`src/rtl/rqu_pkg.sv`:
```
// shared widths and defaults for the relative quaternion unit
// no dependencies
package rqu_pkg;

    localparam int FRAC_BITS_DEF = 14;
    localparam int COMP_W        = 16;
    localparam int SUM_W         = 34;
    localparam int MAG_W         = 33;
    localparam int NORM_W        = 33;
    localparam int QUO_W         = 17;
    localparam int DIV_STEPS     = QUO_W;

    localparam logic signed [COMP_W-1:0] SAT_POS = 16'sh7fff;
    localparam logic signed [COMP_W-1:0] SAT_NEG = 16'sh8000;

    typedef struct packed {
        logic neg;
        logic ovf;
    } div_side_t;

endpackage

```
`src/rtl/rqu_div_lane.sv`:
```
// one lane of the restoring divider, one quotient bit per stage
// depends on rqu_pkg
module rqu_div_lane #(
    parameter int FRAC_BITS = rqu_pkg::FRAC_BITS_DEF
) (
    input  logic                                         aclk,
    input  logic                                         en,
    input  logic [rqu_pkg::MAG_W+FRAC_BITS-rqu_pkg::QUO_W-1:0] top_in,
    input  logic [rqu_pkg::QUO_W-1:0]                    low_in,
    input  logic [rqu_pkg::NORM_W-1:0]                   norm_in,
    input  rqu_pkg::div_side_t                           side_in,
    output logic [rqu_pkg::QUO_W-1:0]                    quo_out,
    output rqu_pkg::div_side_t                           side_out
);

    localparam int STEPS = rqu_pkg::DIV_STEPS;
    localparam int NW    = rqu_pkg::NORM_W;
    localparam int QW    = rqu_pkg::QUO_W;

    logic [NW-1:0]      rem_reg  [0:STEPS];
    logic [QW-1:0]      low_reg  [0:STEPS];
    logic [QW-1:0]      quo_reg  [0:STEPS];
    logic [NW-1:0]      norm_reg [0:STEPS];
    rqu_pkg::div_side_t side_reg [0:STEPS];

    // stage 0 holds the partial remainder below the norm unless overflow is flagged
    always_comb begin
        rem_reg[0]  = NW'(top_in);
        low_reg[0]  = low_in;
        quo_reg[0]  = '0;
        norm_reg[0] = norm_in;
        side_reg[0] = side_in;
    end

    for (genvar k = 0; k < STEPS; k++) begin : g_step
        logic [NW:0]   trial;
        logic          ge;
        logic [NW-1:0] rem_next;

        always_comb begin
            trial    = {rem_reg[k], low_reg[k][QW-1]};
            ge       = trial >= {1'b0, norm_reg[k]};
            rem_next = ge ? NW'(trial - {1'b0, norm_reg[k]}) : trial[NW-1:0];
        end

        always_ff @(posedge aclk) begin
            if (en) begin
                rem_reg[k+1]  <= rem_next;
                low_reg[k+1]  <= {low_reg[k][QW-2:0], 1'b0};
                quo_reg[k+1]  <= {quo_reg[k][QW-2:0], ge};
                norm_reg[k+1] <= norm_reg[k];
                side_reg[k+1] <= side_reg[k];
            end
        end
    end

    assign quo_out  = quo_reg[STEPS];
    assign side_out = side_reg[STEPS];

endmodule

```
`config.mk`:
```
export PLATFORM = sky130hd
export DESIGN_NAME = rqu_div_lane
export DESIGN_NICKNAME = d
export VERILOG_FILES = /design/src/rtl/rqu_pkg.sv /design/src/rtl/rqu_div_lane.sv
export SDC_FILE = /design/constraint.sdc
export NUM_CORES = 2
export LEC_CHECK = 0
export BUFFER_PORTS_ARGS = -buffer_cell sky130_fd_sc_hd__buf_2
export CAP_MARGIN = 10
export CORE_ASPECT_RATIO = 1.2
export CORE_MARGIN = 5
export CORE_UTILIZATION = 45
export CTS_BUF_LIST = sky130_fd_sc_hd__clkbuf_4 sky130_fd_sc_hd__clkbuf_8 sky130_fd_sc_hd__clkbuf_16
export CTS_CLUSTER_DIAMETER = 150
export DETAILED_ROUTE_END_ITERATION = 6
export GPL_ROUTABILITY_DRIVEN = 0
export PLACE_DENSITY = 0.68
export RECOVER_POWER = 50
export SLEW_MARGIN = 20
export SYNTH_ARGS = -nofsm -noshare
export SYNTH_HDL_FRONTEND = slang
export SYNTH_SLANG_ARGS = --single-unit
```
`constraint.sdc`:
```
create_clock -name aclk -period 4.6 [get_ports aclk]
set_input_delay 0.69 -clock aclk [delete_from_list [all_inputs] [get_ports aclk]]
set_output_delay 0.69 -clock aclk [all_outputs]
set_load 0.01 [all_outputs]
```
==> out/metrics.cfg <==
[layout]
largest_reg_flops=544
stdcell_count=9183
final_net_count=7472
drive_above_1_share=0.09844
fillers=14570
final_area_sq_mm=0.08479
area_delta_synth_final_pct=10.76

[routing]
via_count=50270
antenna_left=0
wirelength_microns=162700
routedWlPerCell_microns=17.72
vias_per_cell=5.474
drtIter0Drc=2704
drt_pass1_iterations=6
drc=0

[min_path]
min_from=side_in[0]
min_path_cells=1
hold_class=in -> reg
whs_endpoint=side_reg[32]

[placement]
dpl_worst_slack_ns=0.3463
hpwl_microns=123400
placed_cell_area_sq_mm=0.07995
dp.cells=8910
io_buffers=102

[worst_setup_path]
r2r_start=norm_reg[297]
path_delay_family=compound AO/OA/AOI/OAI gates
path_common_cell=o21ai_0
arrival_ns=4.86
crit_type=reg -> reg
crit_fanout=3
reg2reg_to=g_step[9].trial[21]
cp-end-kind=flip-flop
path_buf_inv=1
r2r_slack_ns=0.29
cpMaxStageDelayCell=edfxtp_1
crit_path_max_incr_delay_ns=0.56
r2r_cells=13
cp-start-kind=flip-flop
critPathRequiredTime_ns=5.15
crit_chain=ha_1 > inv_1 > fa_1 > a21oi_1 > o211ai_1 > o21ai_0 > o21ai_0 > a21o_1 > a221oi_1 > o21ai_0 > a21oi_1 > xnor2_1 > mux2_2

[synth]
seq_area_frac_synth=0.5409
ys.flop_type=edfxtp_1
ys_async_sr_fraction=0
ys_warn_count=0
synth_edf_count=1379
yosys.area.top_type=edfxtp_1
syn_nets=7314
netlist_area_sq_mm=0.07656
synth-seq-cells=1379
yosysMostFrequentCell=edfxtp_1
synthCells=6655
synth_top_area_share=0.5409
synthTopCellsByArea=edfxtp_1 54%, ha_1 9.1%, a21oi_1 3.9%
ys_types=97
synth.top_cells.by_count=1379 x edfxtp_1, 703 x inv_1, 597 x a21oi_1
postSynthAreaPerCell_sq_um=11.50

[floorplanning]
die_h_microns=461.8
coreArea_sq_mm=0.1689
row_count=165
dieArea_sq_mm=0.1785
ioPinCount=103
initial_core_util=0.4533
die_w_microns=386.5

[sta]
timing.hold.ws_ns=0.08892
period_needed_ns=4.315
rsz0062_at_grt=no
fin_worst_skew_ns=0.04376
report.final.slew_viol_count=566
period_share=0.9380
setup_violations=0
maxSlewHeadroom=-0.6253
worst_slack_ns=0.2851
max_freq_ghz=0.2318
fin_tns_setup_ns=0
hold_viol=0
tightest_slew_ns=2.438

[grt]
antenna_found_initial=0
grt_max_degree=150
grt_usage=0.1781
grt_overflow=0
grt_pass1_wl_microns=257400
grt_pass1_vias=51540

[power]
ir_drop_v=0.0004900
power_leakage_uw=0.03441
p_per_area_mw_per_mm2=677.8

[run_status]
violations=capacitance limit, slew limit
run_status=finished with violations

[clock_tree]
clock_latency_ns=0.81
cts-resized-gates=0
htreeDepth=4
clockBufferDepth=3
clkTransAtPathRegs_ns=0.06
cts_tree=yes
root_buffer=clkbuf_16
cts_buffers=148
cts_sinks=1379

[flow_run]
drv_cap=7

==> metal layers <==
layer | track usage | up-vias | part of all wire | routed length [microns]
met4 | 0.1413 | 0 | 0.090 | 14580
met2 | 0.3494 | 1279 | 0.54 | 87610
met5 | 0 | - | 0 | 0
met3 | 0.02764 | 580 | 0.035 | 5678
li1 | - | 24730 | - | -
met1 | 0.1608 | 23670 | 0.34 | 54850
==> layout by cell type (no fill, tap or decap), drive strengths merged, types with 13 or more instances in the layout <==
cell type	netlist	layout
a31oi	62	62
a221oi	20	20
a21o	277	277
nor3	57	57
o21bai	95	95
a211oi	63	63
o21ai	379	379
o21a	52	52
inv	704	710
nor2b	64	64
nor4	23	23
or3	13	13
a21boi	15	15
xor2	177	177
bufinv	0	13
and3	53	53
a211o	17	17
clkinv	0	67
mux2	230	230
nand2b	54	54
nand4	89	89
nand3	95	95
and4	16	16
a31o	13	13
xnor2	285	285
o31ai	30	30
nand2	403	403
ha	559	559
o211ai	32	32
mux2i	15	15
fa	16	16
or2	22	22
a21oi	600	600
clkbuf	118	217
edfxtp	1379	1379
nor2	387	387
and2	23	23
buf	65	141
==> per-stage QoR <==
| stage | total power [uW] | util |
|---|---|---|
| 2_1_floorplan | 39030 | - |
| 3_3_place_gp | 44700 | 0.4734 |
| 3_5_place_dp | 45430 | 0.4734 |
| 4_1_cts | 57600 | 0.5030 |
| 5_1_grt | 61300 | 0.5021 |
| 6_report | 57480 | 0.5021 |
==> timing repair <==
item	4_1_cts	5_1_grt
setup buffers	0	0
hold buffers	7	0
endpoints found under the hold margin	7	0
==> report_power, final <==
group	switching, uW	internal, uW	leakage (uW)
clock network	4970	6870	0.00241
registers	1780	18300	0.0135
logic	14200	11300	0.0185
total	21000	36500	0.0344
==> cells by family after synthesis <==
logic type               share of synthesized area
multiplexers                               0.03584
XOR/XNOR                                   0.05285
AND/OR/NAND/NOR                            0.08207
buffers and inverters                      0.04612
AO/OA/AOI/OAI                               0.1467
flip-flops                                  0.5409
adder cells (fa/ha/maj)                    0.09554
==> final cells by class <==
class	instances	area, sq um	area share
Antenna cell	1	2.502	0.00002951
Tap cell	2254	2820	0.03326
Sequential cell	1379	41410	0.4884
Multi-Input combinational cell	4389	31670	0.3735
Clock buffer	174	3899	0.04598
Inverter	704	2643	0.03116
Clock inverter	91	1018	0.01201
Timing Repair Buffer	191	1326	0.01564
==> worst register-to-register path, cell delays in order, from the launching register on <==
cell and delay, ns:
edfxtp_1 0.56, ha_1 0.27, inv_1 0.07, fa_1 0.41
a21oi_1 0.30, o211ai_1 0.20, o21ai_0 0.33, o21ai_0 0.33
a21o_1 0.28, a221oi_1 0.54, o21ai_0 0.24, a21oi_1 0.22
xnor2_1 0.08, mux2_2 0.27
==> how the worst max path moves through the flow <==
stage / start / endpoint / slack, ns / depth (start not counted)
3_5_place_dp: g_step[15].trial[0] / g_step[16].trial[7] / 0.35 / 15
5_1_grt: g_step[15].trial[0] / g_step[16].trial[31] / 0.11 / 15
3_3_place_gp: g_step[15].trial[0] / g_step[16].trial[2] / 0.35 / 15
4_1_cts: g_step[15].trial[0] / g_step[16].trial[30] / 0.34 / 15
6_report: norm_reg[297] / g_step[9].trial[21] / 0.29 / 13
2_1_floorplan: g_step[15].trial[0] / g_step[16].trial[25] / 0.87 / 15
(Power assumes the default switching activity.)
